## config.mk

```make
export PLATFORM = sky130hd
export DESIGN_NAME = frame_slot_lru_cache
export DESIGN_NICKNAME = d
export VERILOG_FILES = /design/src/flsc_pkg.sv /design/src/flsc_cell.sv /design/src/frame_slot_lru_cache.sv
export SDC_FILE = /design/constraint.sdc
export NUM_CORES = 2
export LEC_CHECK = 0
export BUFFER_PORTS_ARGS = -buffer_cell sky130_fd_sc_hd__buf_2
export CORE_MARGIN = 3
export CORE_UTILIZATION = 60
export CTS_BUF_LIST = sky130_fd_sc_hd__clkbuf_16
export CTS_CLUSTER_DIAMETER = 80
export DETAILED_ROUTE_END_ITERATION = 8
export PLACE_DENSITY = 0.73
export REMOVE_ABC_BUFFERS = 1
export SYNTH_ARGS = -nofsm -noshare
export SYNTH_HDL_FRONTEND = slang
export SYNTH_SLANG_ARGS = --single-unit
```

## constraint.sdc

```tcl
create_clock -name clk -period 29.5 [get_ports clk]
set_clock_uncertainty 0.2 [all_clocks]
set_input_delay 0 -clock clk [delete_from_list [all_inputs] [get_ports clk]]
set_output_delay 0 -clock clk [all_outputs]
set_load 0.01 [all_outputs]
```

## src/flsc_pkg.sv

```systemverilog
// Package for the frame slot LRU cache: sizes, codes, item and token types.
// Used by flsc_cell and frame_slot_lru_cache; depends on nothing else.
`timescale 1ns / 1ps
`default_nettype none

package flsc_pkg;

	localparam int SLOTS  = 8;
	localparam int SLOT_W = (SLOTS > 1) ? $clog2(SLOTS) : 1;

	localparam logic [31:0] TAG_RESET     = 32'h0fff_ffff;
	localparam logic [31:0] STAMP_RESET   = 32'h00ff_ffff;
	localparam logic [31:0] RESERVED_TAG  = 32'hffff_ffff;
	localparam logic [31:0] RESERVE_AHEAD = 32'd1000;

	localparam logic [1:0] OP_LOOKUP   = 2'd0;
	localparam logic [1:0] OP_ALLOCATE = 2'd1;
	localparam logic [1:0] OP_FILL     = 2'd2;

	localparam logic [1:0] ST_DONE         = 2'd0;
	localparam logic [1:0] ST_MISS         = 2'd1;
	localparam logic [1:0] ST_NOT_RESERVED = 2'd2;

	typedef struct packed {
		logic [1:0]  operation;
		logic [31:0] frame_number;
		logic [2:0]  slot_index;
	} in_item_t;

	typedef struct packed {
		logic [1:0] status;
		logic [2:0] slot;
	} out_item_t;

	// Running scan result that walks down the row of cells.
	typedef struct packed {
		logic              vld;
		logic [1:0]        op;
		logic [31:0]       frame;
		logic [2:0]        idx;
		logic [SLOT_W-1:0] pos;
		logic              found;
		logic [31:0]       best;
		logic [SLOT_W-1:0] pick;
	} token_t;

	typedef struct packed {
		logic [31:0] tag;
		logic [31:0] stamp;
	} wr_data_t;

endpackage

`default_nettype wire

```

## src/flsc_cell.sv

```systemverilog
// One slot of the frame slot LRU cache: tag, stamp and one scan stage.
// Depends on flsc_pkg for the token and write types.
`timescale 1ns / 1ps
`default_nettype none

module flsc_cell import flsc_pkg::*; (
	input  wire logic        clk,
	input  wire logic        arst_n,
	input  wire logic        start,
	input  wire logic [31:0] counter,
	input  wire token_t      tok_in,
	output token_t           tok_out,
	input  wire logic        wr_en,
	input  wire wr_data_t    wr
);

	logic [31:0] tag_q;
	logic [31:0] stamp_q;
	logic [31:0] mag_q;
	logic [31:0] diff;
	logic [31:0] mag;
	token_t      tok_next;
	token_t      tok_q;

	assign diff = counter - stamp_q;
	assign mag  = diff[31] ? (32'd0 - diff) : diff;

	always_comb begin
		tok_next     = tok_in;
		tok_next.pos = SLOT_W'(tok_in.pos + 1'b1);
		case (tok_in.op)
			OP_LOOKUP: begin
				if (!tok_in.found && tag_q == tok_in.frame && tok_in.frame != RESERVED_TAG) begin
					tok_next.found = 1'b1;
					tok_next.pick  = tok_in.pos;
				end
			end
			OP_ALLOCATE: begin
				if (mag_q > tok_in.best) begin
					tok_next.best = mag_q;
					tok_next.pick = tok_in.pos;
				end
			end
			OP_FILL: begin
				if (32'(tok_in.pos) == 32'(tok_in.idx) && tag_q == RESERVED_TAG) begin
					tok_next.found = 1'b1;
					tok_next.pick  = tok_in.pos;
				end
			end
			default: begin
				tok_next.found = tok_in.found;
			end
		endcase
	end

	always_ff @(posedge clk or negedge arst_n) begin
		if (!arst_n) begin
			tag_q   <= TAG_RESET;
			stamp_q <= STAMP_RESET;
		end else if (wr_en) begin
			tag_q   <= wr.tag;
			stamp_q <= wr.stamp;
		end
	end

	// The distance is taken once per item, while the counter is steady.
	always_ff @(posedge clk) begin
		if (start) begin
			mag_q <= mag;
		end
	end

	always_ff @(posedge clk or negedge arst_n) begin
		if (!arst_n) begin
			tok_q <= '0;
		end else if (tok_in.vld) begin
			tok_q <= tok_next;
		end else begin
			tok_q.vld <= 1'b0;
		end
	end

	assign tok_out = tok_q;

	a_tok_moves: assert property (@(posedge clk) disable iff (!arst_n)
		tok_in.vld |=> tok_out.vld)
		else $error("scan token did not advance through cell");

	a_write_lands: assert property (@(posedge clk) disable iff (!arst_n)
		wr_en |=> (tag_q == $past(wr.tag) && stamp_q == $past(wr.stamp)))
		else $error("slot write did not land");

	a_start_apart: assert property (@(posedge clk) disable iff (!arst_n)
		!(start && tok_in.vld))
		else $error("distance latch overlaps a scan token");

	a_no_write_in_scan: assert property (@(posedge clk) disable iff (!arst_n)
		!(wr_en && tok_in.vld))
		else $error("slot written while its scan stage is active");

endmodule

`default_nettype wire

```

## src/frame_slot_lru_cache.sv

```systemverilog
// Top level of the frame slot LRU cache: row of slot cells and scan control.
// Depends on flsc_pkg and flsc_cell.
`timescale 1ns / 1ps
`default_nettype none

// The block keeps SLOTS frame numbers in a row of cells, one slot per cell,
// and serves three operations: lookup, allocate and fill. Every operation
// runs as a scan token that walks down the row one cell per clock; each cell
// folds its own tag match or LRU distance into the token, so the lowest
// matching slot wins a lookup and the first slot with the largest distance
// between use counter and stamp wins an allocate (slot 0 when all are zero).
// When the token leaves the last cell the chosen slot is written (except on
// a lookup miss), the use counter is advanced for a lookup hit or a
// successful fill, and the result is registered for the output channel.
// Only one item is in work at a time, and item_stall stays high until its
// result sits in the output register, which can wait on result_stall
// without holding up the next input transfer. A lookup of all ones always
// misses, since that tag marks a reserved slot. A fill of a slot that is
// not reserved returns status 2 and leaves the state untouched.
module frame_slot_lru_cache import flsc_pkg::*; (
	input  wire logic     clk,
	input  wire logic     arst_n,
	input  wire in_item_t item,
	input  wire logic     item_valid,
	output logic          item_stall,
	output out_item_t     result,
	output logic          result_valid,
	input  wire logic     result_stall
);

	typedef enum logic [2:0] {
		S_IDLE = 3'b001,
		S_SCAN = 3'b010,
		S_WAIT = 3'b100
	} state_t;

	state_t      state_q;
	logic        accept;
	logic        out_free;
	logic        res_load;
	logic [31:0] counter_q;
	token_t      head_q;
	token_t      tok [SLOTS+1];
	token_t      last;
	out_item_t   res;
	out_item_t   hold_q;
	out_item_t   result_q;
	logic        result_valid_q;
	logic        do_write;
	logic        bump;
	wr_data_t    wr;
	logic [SLOTS-1:0] wr_en;

	assign accept     = item_valid && !item_stall;
	assign item_stall = (state_q != S_IDLE);
	assign out_free   = !result_valid_q || !result_stall;
	assign last       = tok[SLOTS];
	// A result enters the output register when the scan ends or a waiting
	// result can move up.
	assign res_load   = out_free && ((state_q == S_SCAN && last.vld) || state_q == S_WAIT);

	// Head of the row: a fresh token per accepted item.
	always_ff @(posedge clk or negedge arst_n) begin
		if (!arst_n) begin
			head_q <= '0;
		end else if (accept) begin
			head_q.vld   <= 1'b1;
			head_q.op    <= item.operation;
			head_q.frame <= item.frame_number;
			head_q.idx   <= item.slot_index;
			head_q.pos   <= '0;
			head_q.found <= 1'b0;
			head_q.best  <= '0;
			head_q.pick  <= '0;
		end else begin
			head_q.vld <= 1'b0;
		end
	end

	assign tok[0] = head_q;

	for (genvar k = 0; k < SLOTS; k++) begin : g_cell
		assign wr_en[k] = do_write && (last.pick == SLOT_W'(k));

		flsc_cell u_cell (
			.clk     (clk),
			.arst_n  (arst_n),
			.start   (accept),
			.counter (counter_q),
			.tok_in  (tok[k]),
			.tok_out (tok[k+1]),
			.wr_en   (wr_en[k]),
			.wr      (wr)
		);
	end

	// Outcome of the scan once the token leaves the last cell.
	always_comb begin
		res      = '0;
		do_write = 1'b0;
		bump     = 1'b0;
		wr.tag   = last.frame;
		wr.stamp = counter_q;
		case (last.op)
			OP_LOOKUP: begin
				if (last.found) begin
					res.status = ST_DONE;
					res.slot   = 3'(last.pick);
					do_write   = last.vld;
					bump       = last.vld;
				end else begin
					res.status = ST_MISS;
				end
			end
			OP_ALLOCATE: begin
				res.status = ST_DONE;
				res.slot   = 3'(last.pick);
				wr.tag     = RESERVED_TAG;
				wr.stamp   = counter_q + RESERVE_AHEAD;
				do_write   = last.vld;
			end
			OP_FILL: begin
				res.slot = last.idx;
				if (last.found) begin
					res.status = ST_DONE;
					do_write   = last.vld;
					bump       = last.vld;
				end else begin
					res.status = ST_NOT_RESERVED;
				end
			end
			default: begin
				res = '0;
			end
		endcase
	end

	always_ff @(posedge clk or negedge arst_n) begin
		if (!arst_n) begin
			counter_q <= '0;
		end else if (bump) begin
			counter_q <= counter_q + 32'd1;
		end
	end

	always_ff @(posedge clk or negedge arst_n) begin
		if (!arst_n) begin
			state_q        <= S_IDLE;
			result_valid_q <= 1'b0;
		end else begin
			if (res_load) begin
				result_valid_q <= 1'b1;
			end else if (result_valid_q && !result_stall) begin
				result_valid_q <= 1'b0;
			end
			case (state_q)
				S_IDLE: begin
					if (accept) begin
						state_q <= S_SCAN;
					end
				end
				S_SCAN: begin
					if (last.vld) begin
						if (out_free) begin
							state_q <= S_IDLE;
						end else begin
							state_q <= S_WAIT;
						end
					end
				end
				S_WAIT: begin
					if (out_free) begin
						state_q <= S_IDLE;
					end
				end
				default: begin
					state_q <= S_IDLE;
				end
			endcase
		end
	end

	always_ff @(posedge clk) begin
		if (state_q == S_SCAN && last.vld) begin
			if (out_free) begin
				result_q <= res;
			end else begin
				hold_q <= res;
			end
		end else if (state_q == S_WAIT && out_free) begin
			result_q <= hold_q;
		end
	end

	assign result       = result_q;
	assign result_valid = result_valid_q;

	a_accept_starts_scan: assert property (@(posedge clk) disable iff (!arst_n)
		accept |=> (state_q == S_SCAN && head_q.vld))
		else $error("accepted item did not start a scan");

	a_token_in_scan: assert property (@(posedge clk) disable iff (!arst_n)
		last.vld |-> state_q == S_SCAN)
		else $error("scan token finished outside of a scan");

	a_counter_only_on_finish: assert property (@(posedge clk) disable iff (!arst_n)
		(counter_q != $past(counter_q)) |-> $past(state_q == S_SCAN && last.vld))
		else $error("use counter moved without a finished scan");

	a_one_write: assert property (@(posedge clk) disable iff (!arst_n)
		$onehot0(wr_en))
		else $error("more than one slot written at once");

endmodule

`default_nettype wire
```

==> out/results.ini <==
[run]
maxCapViolCount = 1

[outcome]
status = finished, violations left
violations = capacitance limit, slew limit

[yosys]
synth.distinct_cells = 98
synth_top_area_cell = dfrtp_1
syn_area_per_cell_um2 = 9.70
async_flop_share_pct = 81.3
yosys_warnings = 0
syn-cell-area_um2 = 84100
ys_ff_latch = 1424
synthCells = 8668
synthFlopType = dfrtp_1
synth_edf_count = 266
synthTopCellsByArea = dfrtp_1 22%, dfstp_2 13%, edfxtp_1 9.5%, ha_1 7.2%, mux2_2 4.9%
yosys.area.top_type_share_pct = 22.0
seq_area_frac_synth_pct = 44.6

[clock_tree]
clock-sinks = 1424
clk_pin_slew_worst_paths_ns = 0.06
clk_path_buf_depth = 3
cts_max_level = 4
cts_root_buf = clkbuf_16
cts_inserted_buffers = 155
clock_latency_ns = 0.81
cts-resized-gates = 0
cts_tree = done
postCtsSetupRepairBufs = 0
postCtsHoldBufs = 81

[route]
ant_nets = 0
wl_met1_mm = 109
drtPass1Iterations = 6
drc = 0
top_layer = met4
wirelength_mm = 263
vias = 67400
wl_per_cell_um = 24.6
routed_via_density = 6.30
drt_iter0_markers = 6399
dr_wl_met3_mm = 20.2
met2_length_mm = 120

[power_and_ir_drop]
powerDensity_nw_per_um2 = 141
ir_drop_v = 0.0000804
cellLeakagePower_nw = 39.4

[finish]
final_nets = 9229
area_growth_pct = 10.0
fin_cells = 10700
drive_above_1_share_pct = 14.4
fin_area_um2 = 92500

[placement]
gp_congestion = 1.00
placed_area_um2 = 86500
placement.io_buffers = 47
hpwl_mm = 195
dp_cells = 10300

[timing]
timing.slew.headroom_pct = -0.261
period_share_pct = 19.5
hold_slack_ns = 0.220
setup_violations = 0
finalHoldViolCount = 0
period_needed_ns = 5.76
max_freq_mhz = 174
worstMarginPinSlew_ns = 1.50
rsz0062_at_grt = no
setup_tns_ns = 0
drv_slew = 9

[critical_path]
cp_data_required_time_ns = 29.84
cp.arrival_ns = 6.09
cp-start-kind = register
r2r_cells = 14
cp_max_fo = 17
path_class = reg2reg
end_kind = register

[floorplan]
die_h_um = 380
start_util_pct = 60.8
core_area_um2 = 138000
io_pins = 48
die_w_um = 380
fp.dieArea_um2 = 145000
rows = 136

[grt]
grt_pass1_vias = 64800
grt_start_max_net_pins = 175
antenna_found_initial = 8
grt-ovfl-total = 0
grt_pass1_wl_mm = 397
grtUsageTotal_pct = 35.8

[min_path]
hold_class = in2async

[Yosys cell counts (14+ instances only)]
library cell / instances
nand3_1: 193
xnor2_1: 387
nand2b_1: 44
mux2i_1: 154
inv_1: 576
nor4_1: 120
a21oi_1: 523
nor2_1: 498
and4_1: 16
dfstp_2: 417
or2_2: 25
o211ai_1: 40
and2_1: 53
o211a_1: 18
nand2_1: 880
o2111ai_1: 16
and3_1: 73
o221ai_1: 71
nand4_1: 255
nor2b_1: 48
edfxtp_1: 266
a2111oi_0: 15
a211oi_1: 56
or4_1: 25
o31ai_1: 38
o21bai_1: 38
a21o_1: 190
a211o_1: 16
nor3_1: 134
o21ai_0: 726
a41oi_1: 14
a31oi_1: 73
or3_1: 37
o31a_1: 16
nor3b_1: 15
dfrtp_1: 741
clkbuf_1: 346
buf_1: 16
ha_1: 487
o21a_1: 64
xor2_1: 358
mux2_2: 365
o21ai_1: 14
[metrics by stage]
stage	setup WS, ns	power [mW]	utilization, %
6_report	23.74	13.0	66.9
5_1_grt	23.49	13.8	66.9
4_1_cts	23.84	12.9	66.9
3_5_place_dp	23.84	10.9	62.5
3_3_place_gp	24.02	10.7	62.5
2_1_floorplan	20.88	8.64	-
[final timing paths]
kind | start | endpoint | slack, ns
min in group clk | item_valid | state_q[0] | 0.26
setup reg to reg | counter_q[0] | g_cell[0].u_cell.mag_q[28] | 23.74
hold / removal | arst_n | g_cell[0].u_cell.tag_q[7] | 0.22
hold reg to reg | g_cell[5].u_cell.stamp_q[16] | g_cell[5].u_cell.stamp_q[16] | 0.28
setup / recovery | counter_q[0] | g_cell[0].u_cell.mag_q[28] | 23.74
max in group asynchronous | arst_n | g_cell[6].u_cell.stamp_q[28] | 25.15
[power breakdown]
| group | switching, mW | internal, mW |
|---|---|---|
| registers | 0.936 | 3.26 |
| logic | 4.12 | 2.74 |
| clock network | 0.854 | 1.11 |
[per-layer routing]
metal | global-route usage [%] | vias up
met5 | 0 | -
met4 | 15.6 | 0
met3 | 6.32 | 598
met2 | 56.8 | 2551
met1 | 48.3 | 33200
li1 | - | 31000
[sequential cells by signal (all words and copies together), names as in the netlist]
register and flops:
g_cell.u_cell.tok_out 572, g_cell.u_cell.mag_q 256, g_cell.u_cell.stamp_q 256, g_cell.u_cell.tag_q 256, head_q 38, counter_q 32, hold_q 5, result 5
state_q 3, result_valid 1
[cells by family (layout without fill, tap and decap cells)]
family	after synthesis	in the layout	share of synthesized area, %
xor gates and xnor gates	745	745	7.76
AOI/OAI and AO/OA	2070	2070	15.2
adders and majority gates	495	495	7.44
other	0	8	0
DFF	1424	1424	44.6
muxes	519	519	6.72
and+or+nand+nor	2471	2471	14.1
buffers and inverters	944	1102	4.22
[cell type report]
| cell class | count | area, um^2 |
|---|---|---|
| antenna | 8 | 20.0 |
| clock buffer | 162 | 4050 |
| clock inverter | 128 | 1140 |
| fill | 11000 | 45800 |
| inverter | 577 | 2170 |
| multi-input combinational | 6300 | 43400 |
| sequential | 1424 | 37500 |
| tap | 1863 | 2330 |
| timing repair buffer | 235 | 1900 |
[critical path, cell delays in order (launching register included)]
cell and delay (ns):
dfrtp_1 0.37, clkinv_1 0.73, ha_1 0.57, inv_1 0.08
fa_1 0.21, a21oi_1 0.12, o221a_2 0.30, o31ai_1 0.58
a31oi_1 0.26, xnor2_1 0.24, a2111oi_0 0.66, nand4_1 0.23
nor2_1 0.51, a41oi_1 0.24, xor2_1 0.18
[layout by cell type, fill, tap and decap left out, types with 190 or more instances in the layout]
| cell type | count |
|---|---|
| nand4_1 | 255 |
| ha_1 | 487 |
| edfxtp_1 | 266 |
| dfstp_2 | 417 |
| mux2_2 | 365 |
| nand2_1 | 874 |
| o21ai_0 | 726 |
| dfrtp_1 | 733 |
| xnor2_1 | 374 |
| nor2_1 | 496 |
| inv_1 | 608 |
| xor2_1 | 346 |
| a21o_1 | 190 |
| a21oi_1 | 523 |
| nand3_1 | 191 |
Note: power is estimated with default switching activity, not from simulation.
